==> config.mk <==
export PLATFORM = sky130hd
export DESIGN_NAME = eobc_ctrl
export DESIGN_NICKNAME = d
export VERILOG_FILES = /design/src/hw/rtl/eobc_pkg.sv /design/src/hw/rtl/eobc_ctrl.sv
export SDC_FILE = /design/constraint.sdc
export NUM_CORES = 1
export LEC_CHECK = 0
export ABC_AREA = 1
export BUFFER_PORTS_ARGS = -buffer_cell sky130_fd_sc_hd__buf_2
export CAP_MARGIN = 20
export CORE_MARGIN = 2
export CORE_UTILIZATION = 30
export CTS_CLUSTER_DIAMETER = 30
export CTS_CLUSTER_SIZE = 30
export DETAILED_ROUTE_END_ITERATION = 16
export GPL_TIMING_DRIVEN = 0
export PLACE_DENSITY = 0.51
export SYNTH_ARGS = -nofsm -noshare
export SYNTH_HDL_FRONTEND = slang
export SYNTH_SLANG_ARGS = --single-unit
==> constraint.sdc <==
create_clock -name clk -period 1.58 [get_ports clk]
set_input_delay 0.079 -clock clk [delete_from_list [all_inputs] [get_ports clk]]
set_output_delay 0.079 -clock clk [all_outputs]
set_load 0.02 [all_outputs]
==> src/hw/rtl/eobc_pkg.sv <==
package eobc_pkg;

    localparam int HEAP_DEPTH = 1024;
    localparam int COUNT_BITS = 16;
    localparam int DAY_BITS   = 32;
    localparam int ADDR_BITS  = $clog2(HEAP_DEPTH);
    localparam int OCC_BITS   = $clog2(HEAP_DEPTH + 1);
    localparam int ENTRY_BITS = COUNT_BITS + DAY_BITS;

    typedef struct packed {
        logic [15:0] new_count;
        logic [15:0] shelf_life;
    } in_item_t;

    typedef struct packed {
        logic        ate_one;
        logic [31:0] total_eaten;
        logic [10:0] batches_held;
        logic        batch_dropped;
    } out_item_t;

    typedef struct packed {
        logic [COUNT_BITS-1:0] count;
        logic [DAY_BITS-1:0]   expiry;
    } entry_t;

    // Datapath operations requested by the controller.
    typedef enum logic [3:0] {
        OP_NONE,
        OP_START,      // latch the input item, compute expiry
        OP_PUSH_WR,    // grow the heap, pos = old occupancy
        OP_UP_RD,      // read parent of pos
        OP_UP_CMP,     // compare cur with parent, move parent down or settle cur
        OP_PUT,        // write cur at pos
        OP_TOP_RD,     // read root
        OP_POP_LAST,   // read last entry, shrink the heap
        OP_POP_LD,     // take the last entry as the one to sift down from the root
        OP_DN_RDL,     // read left child
        OP_DN_RDR,     // read right child
        OP_DN_CMP,     // pick best child, move it up or settle cur
        OP_EAT,        // decrement root count
        OP_FINISH      // form result, advance day
    } op_t;

    typedef struct packed {
        logic want_push;   // a batch arrives and there is room
        logic at_root;     // sift-up position is zero
        logic up_swap;     // sift-up moves on
        logic heap_empty;
        logic top_stale;   // root expired or empty
        logic has_left;
        logic has_right;
        logic dn_swap;     // sift-down moves on
    } status_t;

endpackage

==> src/hw/rtl/eobc_ctrl.sv <==
module eobc_ctrl (
    input  logic              clk,
    input  logic              rst_n,
    input  logic              in_valid,
    output logic              in_ready,
    output logic              out_valid,
    input  logic              out_ready,
    input  eobc_pkg::status_t status,
    output eobc_pkg::op_t     op
);

    typedef enum logic [3:0] {
        S_IDLE, S_START, S_PUSH, S_UPRD, S_UPCMP, S_TOPRD, S_TOPCHK,
        S_LAST, S_POPLD, S_DNL, S_DNR, S_DNCMP, S_EAT, S_FIN, S_OUT
    } state_t;

    state_t state_reg, state_next;
    logic   out_valid_reg, out_valid_next;

    assign in_ready  = state_reg == S_IDLE && !out_valid_reg;
    assign out_valid = out_valid_reg;

    always_comb
    begin
        state_next = state_reg;
        out_valid_next = out_valid_reg && !out_ready;
        op = eobc_pkg::OP_NONE;
        unique case (state_reg)
            S_IDLE:   if (in_valid && in_ready) state_next = S_START;
            S_START:
            begin
                op = eobc_pkg::OP_START;
                state_next = S_PUSH;
            end
            S_PUSH:
            begin
                if (status.want_push)
                begin
                    op = eobc_pkg::OP_PUSH_WR;
                    state_next = S_UPRD;
                end
                else
                begin
                    state_next = S_TOPRD;
                end
            end
            S_UPRD:
            begin
                if (status.at_root)
                begin
                    op = eobc_pkg::OP_PUT;
                    state_next = S_TOPRD;
                end
                else
                begin
                    op = eobc_pkg::OP_UP_RD;
                    state_next = S_UPCMP;
                end
            end
            S_UPCMP:
            begin
                op = eobc_pkg::OP_UP_CMP;
                state_next = status.up_swap ? S_UPRD : S_TOPRD;
            end
            S_TOPRD:
            begin
                if (status.heap_empty)
                begin
                    state_next = S_FIN;
                end
                else
                begin
                    op = eobc_pkg::OP_TOP_RD;
                    state_next = S_TOPCHK;
                end
            end
            S_TOPCHK:
            begin
                if (status.top_stale)
                begin
                    state_next = S_LAST;
                end
                else
                begin
                    state_next = S_EAT;
                end
            end
            S_LAST:
            begin
                op = eobc_pkg::OP_POP_LAST;
                state_next = S_POPLD;
            end
            S_POPLD:
            begin
                op = eobc_pkg::OP_POP_LD;
                state_next = S_DNL;
            end
            S_DNL:
            begin
                if (status.has_left)
                begin
                    op = eobc_pkg::OP_DN_RDL;
                    state_next = S_DNR;
                end
                else
                begin
                    op = eobc_pkg::OP_PUT;
                    state_next = S_TOPRD;
                end
            end
            S_DNR:
            begin
                op = eobc_pkg::OP_DN_RDR;
                state_next = S_DNCMP;
            end
            S_DNCMP:
            begin
                op = eobc_pkg::OP_DN_CMP;
                state_next = status.dn_swap ? S_DNL : S_TOPRD;
            end
            S_EAT:
            begin
                op = eobc_pkg::OP_EAT;
                state_next = S_FIN;
            end
            S_FIN:
            begin
                op = eobc_pkg::OP_FINISH;
                state_next = S_OUT;
            end
            S_OUT:
            begin
                out_valid_next = 1'b1;
                state_next = S_IDLE;
            end
            default: state_next = S_IDLE;
        endcase
    end

    always_ff @(posedge clk or negedge rst_n)
    begin
        if (!rst_n)
        begin
            state_reg     <= S_IDLE;
            out_valid_reg <= 1'b0;
        end
        else
        begin
            state_reg     <= state_next;
            out_valid_reg <= out_valid_next;
        end
    end

endmodule

==> summary.txt, run 1 <==
Outcome
  • Status: completed

Setup path
  • Crit path capture type: primary output
  • Maximum fanout along the worst path: 4
  • Reg2reg setup slack: 300 ps
  • Critical-path cell list: buf_4, nand2_2, nor2_1, nor2_1, nand4_1, buf_4
  • CP max stage delay: 420 ps
  • CP delay by family, top: simple AND/OR/NAND/NOR gates
  • CP required: roughly 1500 ps
  • Startpoint Class: flip-flop
  • Bufs and invs on worst path: 2
  • Crit path kind: flip-flop to primary output
  • Slowest cell on the critical path: dfrtp_2
  • CP Data Arrival Time: 1420 ps

STA
  • Skew final: between 5 and 6 ps
  • Slew Viols, Final: 0
  • Final hold vios: 0
  • Fmax: 665 MHz
  • Number of setup violations in the final report: 0
  • RSZ-0062 raised after global routing: yes
  • Worst Tran Pin Value: ~240 ps
  • Minimum clock period: 1500 ps
  • Relative slew slack: 83.9%
  • Final cycle utilization of the critical path: 95.1%

Drt
  • 1st-pass router iterations: 4
  • DRC: 0
  • Initial DRC Count: 13
  • DRT antenna net count: 0
  • Routed wire per std cell: 10.9 um
  • Drt via density: 4.93
  • Via count: 641
  • Final WL: between 1 and 1.5 mm

Layout
  • Sequential cell area: ~130 um^2
  • Filler Cells Inserted: 157
  • Share of cells above drive strength 1: 39.5%
  • Antenna diodes: 0
  • Max FFs per register: 4
  • Design Area, Final: 731 um^2
  • Commonest non-fill, non-tap cell in the layout: nand2_1
  • Area delta synth->final: 47.1%
  • Final Core Density: 47.9%
  • Multi-input logic area: between 300 and 400 um^2
  • Most frequent cells in the layout: nand2_1 (23), buf_2 (14), nor2_1 (12)
  • Nets: about 130

Clock tree
  • Clock Tree Root: clkbuf_4
  • Clk buf depth: 2
  • Worst skew pair latency: 250 ps
  • Num CTS Buffers: 3
  • CTS sink count: 5
  • Clock transition at path regs: 50 ps
  • CTS tree: yes
  • H-tree depth: 1

Yosys
  • Top-area cell type share of the netlist area: 25.2%
  • Distinct cells, synth: 17
  • Synth warn: 0
  • Syn_nets: 98
  • Sequential fraction of the synthesis area: 25.2%
  • Synth area leaders: dfrtp_1 (25%), nand2_1 (19%), nor2_1 (9.8%), inv_1 (9.1%), nand3_1 (8.1%)
  • Leading area contributor after synthesis: dfrtp_1
  • Mean Syn Cell Area: 5.78 um^2
  • Post-Syn Area: 497 um^2
  • Post-Synthesis Cells: 86
  • Yosys reg bits: 5

Floorplanning
  • Die Height: 44.7 um
  • Core footprint: 0.00152 mm^2
  • Chip Width: between 40 and 50 um
  • Initial Util: 32.6%
  • Die footprint: 0.00200 mm^2
  • Ports: 18
  • Rows: 14

Pwr
  • Internal Pwr Total: 727 uW
  • Sw Ratio: 51.8%
  • Power per cell area: just over 2000 mW/mm^2
  • Sw Pwr: 780 uW
  • Static leakage: 0.000407 uW
  • Post-layout power: about 1500 uW
  • Clk pwr share: 10.1%
  • Share of power burned in registers: 19.3%
  • Logic pwr share: 70.6%
  • Max rail drop VDD: ~1200 uV

Job
  • # Max-Cap Violations: 0

Global route
  • Largest net degree at the start of global routing: 8
  • Vias in the first global route: 509
  • First-pass GRT wire length: 2.02 mm
  • Gr usage total: 14.1%
  • GRT Residual Overflow: 0
  • Initial antenna violation count: 0

Place
  • IO Port Bufs: 16
  • HPWL Detailed: 1.10 mm
  • Final Wtd Congestion: 0.807
  • Placed Area: 597 um^2

Hold path
  • Worst min path class: primary input to flip-flop
stage by stage:
| step | hold WS (ps) | std cells | setup WS [ps] | TNS, ps |
|---|---|---|---|---|
| after floorplan | -217 | 86 | 401 | 0 |
| after global placement | -105 | 118 | 177 | 0 |
| after detailed placement | -104 | 118 | 186 | 0 |
| after CTS | 26.3 | 123 | 5.97 | 0 |
| after global routing | 26.1 | 130 | -5.72 | -5.72 |
| final | 30.1 | 130 | 76.9 | 0 |
timing repair:
item	CTS	global route
pin swaps	0	6
hold buffers	1	0
setup buffers	0	7
gates resized for setup	3	16
gates cloned	0	0
endpoints found under the hold margin	5	0
endpoints found under the setup margin	1	2
routing by layer:
metal  part of all wire (%)  track usage [%]  routed length [um]
met3                    4.6             2.40                  65
met4                    1.4             5.45                  20
met2                     50             24.1                 708
met5                      0                0                   0
met1                     44             17.7                 627
worst reg2reg max path: stages, from the launching register on:
cell,delay [ps]
dfrtp_2,460
inv_4,100
nand2_1,80
nor2_2,120
nand2_1,80
buf_4,130
nand2_1,60
nor2_1,50
a21oi_1,120
cell families after synthesis:
family / share of synthesized area, %
buffers and inverters: 10.6
and+or+nand+nor: 54.2
AOI/OAI and AO/OA: 10.1
DFF: 25.2
final timing paths:
kind,startpoint,to,cells past startpoint
max,state_reg[0]$_DFFE_PN0P_,op[2],6
min reg2reg,out_valid$_DFF_PN0_,out_valid$_DFF_PN0_,2
max in group asynchronous,rst_n,state_reg[3]$_DFFE_PN0P_,2
max reg2reg,state_reg[1]$_DFFE_PN0P_,state_reg[0]$_DFFE_PN0P_,8
min in group asynchronous,rst_n,state_reg[0]$_DFFE_PN0P_,2
min,out_ready,out_valid$_DFF_PN0_,2
cell type report:
cell class	instances	area share, %
timing repair buffer	24	21.2
tap	16	2.74
clock buffer	4	3.60
multi-input combinational	67	46.7
inverter	14	7.88
sequential	5	17.8
synth_stat cells:
library cell	number
inv_1	12
nor2_2	3
nor2_4	2
dfrtp_1	5
nand3b_1	1
nand4_1	3
nor2_1	13
and3_1	1
o22ai_1	2
inv_2	2
a21oi_1	2
nand2_2	2
nand3_1	8
o21ai_0	1
nand2_1	25
o21ai_1	3
o211ai_1	1
power by group through the flow:
stage                     combinational [uW]  sequential (uW)  clock [uW]
final                                   1060              291         152
after global routing                    1160              300         162
after CTS                                846              287         152
after detailed placement                 832              276           0
after global placement                   848              277           0
after floorplan                          615              269           0
Note: power is estimated with default switching activity, not from simulation.
==> inputs of run 2 (changes only) <==
--- a/config.mk
+++ b/config.mk
@@ -8,13 +8,15 @@
 export ABC_AREA = 1
 export BUFFER_PORTS_ARGS = -buffer_cell sky130_fd_sc_hd__buf_2
 export CAP_MARGIN = 20
+export CELL_PAD_IN_SITES_DETAIL_PLACEMENT = 1
+export CELL_PAD_IN_SITES_GLOBAL_PLACEMENT = 1
 export CORE_MARGIN = 2
 export CORE_UTILIZATION = 30
 export CTS_CLUSTER_DIAMETER = 30
 export CTS_CLUSTER_SIZE = 30
 export DETAILED_ROUTE_END_ITERATION = 16
 export GPL_TIMING_DRIVEN = 0
-export PLACE_DENSITY = 0.51
+export PLACE_DENSITY = 0.73
 export SYNTH_ARGS = -nofsm -noshare
 export SYNTH_HDL_FRONTEND = slang
 export SYNTH_SLANG_ARGS = --single-unit
==> run 2 against run 1 <==
- flip-flop and latch count unchanged
- sequential share of layout area fell by 0.76 points
- clock skew decreased by 1.8 ps
- setup slack worse by 25 ps
- fmax down 1.6%
- critical path type unchanged
- highest routed layer unchanged
==> summary.txt, run 2 (same netlist as run 1, synthesis figures left out) <==
Outcome
  • Status: completed

Layout
  • Final non-filler cell total: 131
  • Share of cells above drive strength 1: 44.3%
  • Antenna diodes: 0
  • Design Area, Final: 763 um^2
  • Nets: 128
  • Commonest non-fill, non-tap cell in the layout: nand2_1
  • Area delta synth->final: 53.7%
  • Most frequent cells in the layout: nand2_1 (21), buf_2 (14), inv_1 (10), nor2_1 (10), nand3_1 (8)
  • Max FFs per register: 4
  • Final Core Density: 50.1%
  • Filler Cells Inserted: approximately 220

STA
  • Relative slew slack: 76.4%
  • Number of setup violations in the final report: 0
  • Final cycle utilization of the critical path: between 90% and 100%
  • Setup TNS: 0 ps
  • Final hold slack: between 40 and 50 ps
  • Final hold vios: 0
  • Skew final: 3.43 ps
  • Slew Viols, Final: 0
  • Worst Tran Pin Value: 353 ps
  • Minimum clock period: 1530 ps
  • RSZ-0062 raised after global routing: yes
  • Fmax: 655 MHz

Global route
  • Vias in the first global route: roughly 640
  • Initial antenna violation count: 0
  • First-pass GRT wire length: ~2.8 mm
  • Gr usage total: approximately a fifth
  • GRT Residual Overflow: 0
  • Largest net degree at the start of global routing: 7

Clock tree
  • Clock Tree Root: clkbuf_4
  • Worst skew pair latency: 240 ps
  • CTS sink count: 5
  • Clk buf depth: 2
  • H-tree depth: 1
  • Clock transition at path regs: 50 ps
  • Num CTS Buffers: 3
  • CTS tree: yes

Setup path
  • CP required: 1500 ps
  • CP max stage delay: 450 ps
  • CP delay by family, top: flip-flops
  • Startpoint Class: flip-flop
  • Maximum fanout along the worst path: 4
  • CP Data Arrival Time: 1450 ps
  • Bufs and invs on worst path: 3
  • Crit path capture type: primary output
  • Crit path kind: flip-flop to primary output
  • Critical-path cell list: buf_12, nor2_4, buf_4, nand2_1, nand4_1, buf_6
  • Slowest cell on the critical path: dfrtp_2

Floorplanning
  • Ports: 18
  • Chip Width: 44.7 um
  • Rows: 14
  • Die Height: 44.7 um
  • Initial Util: 32.6%
  • Core footprint: 0.00152 mm^2
  • Die footprint: 0.00200 mm^2

Place
  • Placed Area: 597 um^2
  • Placed Cells incl. Taps: 118
  • IO Port Bufs: 16
  • HPWL Detailed: about 1.3 mm
  • Final Wtd Congestion: 0.843

Drt
  • Final WL: 1.91 mm
  • Via count: 656
  • Drt via density: roughly 5.0
  • Initial DRC Count: 13
  • DRT antenna net count: 0
  • Routed wire per std cell: 14.6 um
  • DRC: 0
  • 1st-pass router iterations: 4

Pwr
  • Power per cell area: ~2200 mW/mm^2
  • Max rail drop VDD: 898 uV
  • Static leakage: about 0.00042 uW

Job
  • # Max-Cap Violations: 0

Hold path
  • Worst min path class: primary input to flip-flop
==> run 2: cell types whose count changed in the layout (fill, tap and decap cells not counted) <==
cell,previous run,this run
clkinv_2,0,1
o21ai_1,3,2
inv_1,9,10
o21ai_2,0,1
nor2_1,12,10
buf_12,0,1
inv_4,2,1
nand2_2,3,5
nand2_1,23,21
nor2_2,2,4
clkbuf_1,1,0
==> run 2: final timing paths <==
check                                         startpoint                        to  slack [ps]  cells after the start
worst max-delay path            state_reg[3]$_DFFE_PN0P_                     op[2]          50                      6
worst min-delay path                           out_ready       out_valid$_DFF_PN0_          50                      2
worst max register to register  state_reg[3]$_DFFE_PN0P_  state_reg[0]$_DFFE_PN0P_         260                      7
worst min register to register       out_valid$_DFF_PN0_       out_valid$_DFF_PN0_         600                      2
max in group asynchronous                          rst_n  state_reg[3]$_DFFE_PN0P_        1230                      2
min in group asynchronous                          rst_n  state_reg[0]$_DFFE_PN0P_         200                      2
==> run 2: final cells by class <==
cell class | instances | area (um^2) | share of cell area (%)
Multi-Input combinational cell | 67 | 355 | 46.6
Timing Repair Buffer | 25 | 175 | 23.0
Sequential cell | 5 | 130 | 17.0
Inverter | 14 | 55.1 | 7.21
Clock buffer | 3 | 22.5 | 2.95
Tap cell | 16 | 20.0 | 2.62
Clock inverter | 1 | 5.00 | 0.656
==> run 2: metrics by stage <==
step | worst slack (ps) | total power [uW]
3_3_place_gp | 182 | 1120
2_1_floorplan | 401 | 884
5_1_grt | -34.7 | 1790
4_1_cts | 2.35 | 1370
3_5_place_dp | 151 | 1130
6_report | 52.2 | 1650
==> run 2: layer usage <==
| metal | track usage, % | up-vias | part of all wire (%) |
|---|---|---|---|
| li1 | - | 333 | - |
| met5 | 0 | - | 0 |
| met1 | 27.2 | 309 | 46 |
| met4 | 9.09 | 0 | 0.89 |
| met2 | 31.0 | 12 | 50 |
| met3 | 1.60 | 2 | 2.7 |
==> run 2: power breakdown <==
| part | leakage (uW) | internal, uW | switching [uW] |
|---|---|---|---|
| logic | 0.000344 | 493 | 712 |
| registers | 0.0000588 | 195 | 101 |
| clock network | 0.0000177 | 92.0 | 61.4 |
| total | 0.000421 | 780 | 875 |
==> run 2: timing repair <==
item,in CTS,in global routing
pin swaps,3,4
hold endpoints to repair,5,0
resized for setup,3,19
buffers inserted,3,5
hold buffers,1,0
endpoints found under the setup margin,1,4
==> run 2: worst reg2reg max path, cell delays in order (launching register included) <==
cell and delay [ps]:
dfrtp_2 450, buf_12 150, nor2_4 130, buf_4 150, nand3_1 100, nand2_1 80
nor2_1 50, a21oi_1 140
==> inputs of run 3 (changes only) <==
--- a/config.mk
+++ b/config.mk
@@ -6,7 +6,6 @@
 export NUM_CORES = 1
 export LEC_CHECK = 0
 export ABC_AREA = 1
-export BUFFER_PORTS_ARGS = -buffer_cell sky130_fd_sc_hd__buf_2
 export CAP_MARGIN = 20
 export CELL_PAD_IN_SITES_DETAIL_PLACEMENT = 1
 export CELL_PAD_IN_SITES_GLOBAL_PLACEMENT = 1
@@ -15,8 +14,9 @@
 export CTS_CLUSTER_DIAMETER = 30
 export CTS_CLUSTER_SIZE = 30
 export DETAILED_ROUTE_END_ITERATION = 16
+export DONT_BUFFER_PORTS = 1
 export GPL_TIMING_DRIVEN = 0
-export PLACE_DENSITY = 0.73
+export PLACE_DENSITY = 0.58
 export SYNTH_ARGS = -nofsm -noshare
 export SYNTH_HDL_FRONTEND = slang
 export SYNTH_SLANG_ARGS = --single-unit
==> run 3 against run 2 <==
- via count is 11% lower
- sequential share of layout area grew 2.6 points
- hold slack improved by 1.0 ps
- count of clock-buffer cells in the layout grew 1
- non-clock buffer count down 15
- core utilization down 6.7 points
- flip-flop and latch count is the same
- highest routed layer is now met3
- power down 15%
- critical path depth rose by 1
- critical endpoint unchanged
==> summary.txt, run 3 (same netlist as run 1, synthesis figures left out) <==
Outcome
  • Status: completed

Clock tree
  • Clk buf depth: 2
  • CTS sink count: 5
  • Clock transition at path regs: 40 ps
  • Worst skew pair latency: 240 ps
  • Num CTS Buffers: 3
  • H-tree depth: 1
  • CTS tree: yes
  • Clock Tree Root: clkbuf_4

Floorplanning
  • Ports: 18
  • Rows: 14
  • Chip Width: 44.7 um
  • Die Height: 44.7 um
  • Initial Util: between 30% and 40%
  • Core footprint: 0.00152 mm^2
  • Die footprint: 0.00200 mm^2

Pwr
  • Share of power burned in registers: 22.0%
  • Clk pwr share: approximately a tenth
  • Internal Pwr Total: 637 uW
  • Max rail drop VDD: between 700 and 800 uV
  • Static leakage: 0.000345 uW
  • Power per cell area: 2140 mW/mm^2
  • Sw Pwr: 774 uW
  • Sw Ratio: 54.9%
  • Logic pwr share: 67.7%

Global route
  • Vias in the first global route: 550
  • First-pass GRT wire length: between 2 and 2.5 mm
  • GRT Residual Overflow: 0
  • Initial antenna violation count: 0
  • Largest net degree at the start of global routing: 8
  • Gr usage total: 15.8%

Layout
  • Filler Cells Inserted: ~210
  • Share of cells above drive strength 1: approximately 28%
  • Nets: 113
  • Commonest non-fill, non-tap cell in the layout: nand2_1
  • Area delta synth->final: 33.0%
  • Final non-filler cell total: 116
  • Max FFs per register: 4
  • Most frequent cells in the layout: nand2_1 (23), nor2_1 (12), inv_1 (10)
  • Design Area, Final: 661 um^2
  • Antenna diodes: 0

Hold path
  • Hold path start: status[0]
  • Hold Crit Endpoint: state_reg[2]$_DFFE_PN0P_
  • Hold Path Depth: 3
  • Worst min path class: primary input to flip-flop

Setup path
  • Reg-to-reg critical path endpoint: state_reg[1]$_DFFE_PN0P_
  • Worst reg2reg path depth: 8
  • CP Data Arrival Time: 1410 ps
  • Reg2reg setup slack: 340 ps
  • Maximum fanout along the worst path: 4
  • Crit path kind: flip-flop to primary output
  • Crit path capture type: primary output
  • Worst r2r src: state_reg[3]$_DFFE_PN0P_
  • Startpoint Class: flip-flop
  • CP required: about 1500 ps

STA
  • Final cycle utilization of the critical path: 94.1%
  • Final hold slack: 46.6 ps
  • Setup TNS: 0 ps
  • Skew final: 1.07 ps
  • Relative slew slack: between 60% and 70%
  • Fmax: 672 MHz
  • Minimum clock period: approximately 1500 ps
  • Worst Tran Pin Value: 476 ps
  • Worst setup margin: 92.8 ps
  • Slew Viols, Final: 0
  • Final hold vios: 0
  • Number of setup violations in the final report: 0

Drt
  • Drt via density: 5.01
  • Final WL: 1.57 mm
  • Via count: 581
  • Initial DRC Count: 12
  • 1st-pass router iterations: 4
  • Routed wire per std cell: between 10 and 15 um
  • DRC: 0
  • DRT antenna net count: 0

Job
  • # Max-Cap Violations: 0

Place
  • Placed Cells incl. Taps: 102
  • Dpl ws: 240 ps
  • Placed Area: between 500 and 600 um^2
  • IO Port Bufs: 0
  • Final Wtd Congestion: roughly 0.75
  • HPWL Detailed: 1.23 mm
run 3: worst max-delay path by stage:
stage | from | endpoint | slack [ps]
2_1_floorplan | state_reg[3]$_DFFE_PN0P_ | op[1] | 400
3_3_place_gp | state_reg[3]$_DFFE_PN0P_ | op[1] | 220
3_5_place_dp | state_reg[3]$_DFFE_PN0P_ | op[1] | 240
4_1_cts | state_reg[0]$_DFFE_PN0P_ | op[1] | 7
5_1_grt | state_reg[2]$_DFFE_PN0P_ | op[2] | -5
6_report | state_reg[2]$_DFFE_PN0P_ | op[2] | 90
run 3: power by group through the flow:
stage | Clock (uW) | Combinational, uW | Sequential [uW]
6_report | 146 | 955 | 310
5_1_grt | 160 | 1050 | 320
4_1_cts | 154 | 764 | 304
3_5_place_dp | 0 | 753 | 287
3_3_place_gp | 0 | 751 | 291
2_1_floorplan | 0 | 615 | 269
run 3: critical path, stage by stage (launching register included):
cell	delay (ps)
dfrtp_2	440
inv_2	110
nand2_2	110
nor2_4	130
nand2_1	70
nand2_1	80
inv_1	50
nand4_1	180
run 3: per-layer routing:
layer  GRT usage [%]  routed length, um  part of all wire [%]  vias to the layer above
met5               0                  0                     0                        -
met4            7.27                  0                     0                        0
met3           0.400                 60                   3.8                        0
met2            25.2                777                    49                       14
met1            22.0                733                    47                      266
li1                -                  -                     -                      301
run 3: area by class of cell:
cell class / count / area (um^2) / area share, %
Timing Repair Buffer: 10 / 82.6 / 12.5
Inverter: 14 / 55.1 / 8.33
Tap cell: 16 / 20.0 / 3.03
Multi-Input combinational cell: 67 / 347 / 52.5
Clock buffer: 4 / 26.3 / 3.98
Sequential cell: 5 / 130 / 19.7
run 3: stage by stage:
stage               total power (uW)  util [%]
floorplan                        884         -
global placement                1040      33.9
detailed placement              1040      33.9
CTS                             1220      38.1
global route                    1530      43.3
finish                          1410      43.3
run 3: repair_timing:
action                                  in CTS  in global routing
hold endpoints to repair                     7                  0
setup buffers                                0                  7
hold buffers                                 3                  0
endpoints found under the setup margin       1                  2
pin swaps                                    0                  5
gates resized for setup                      3                 11
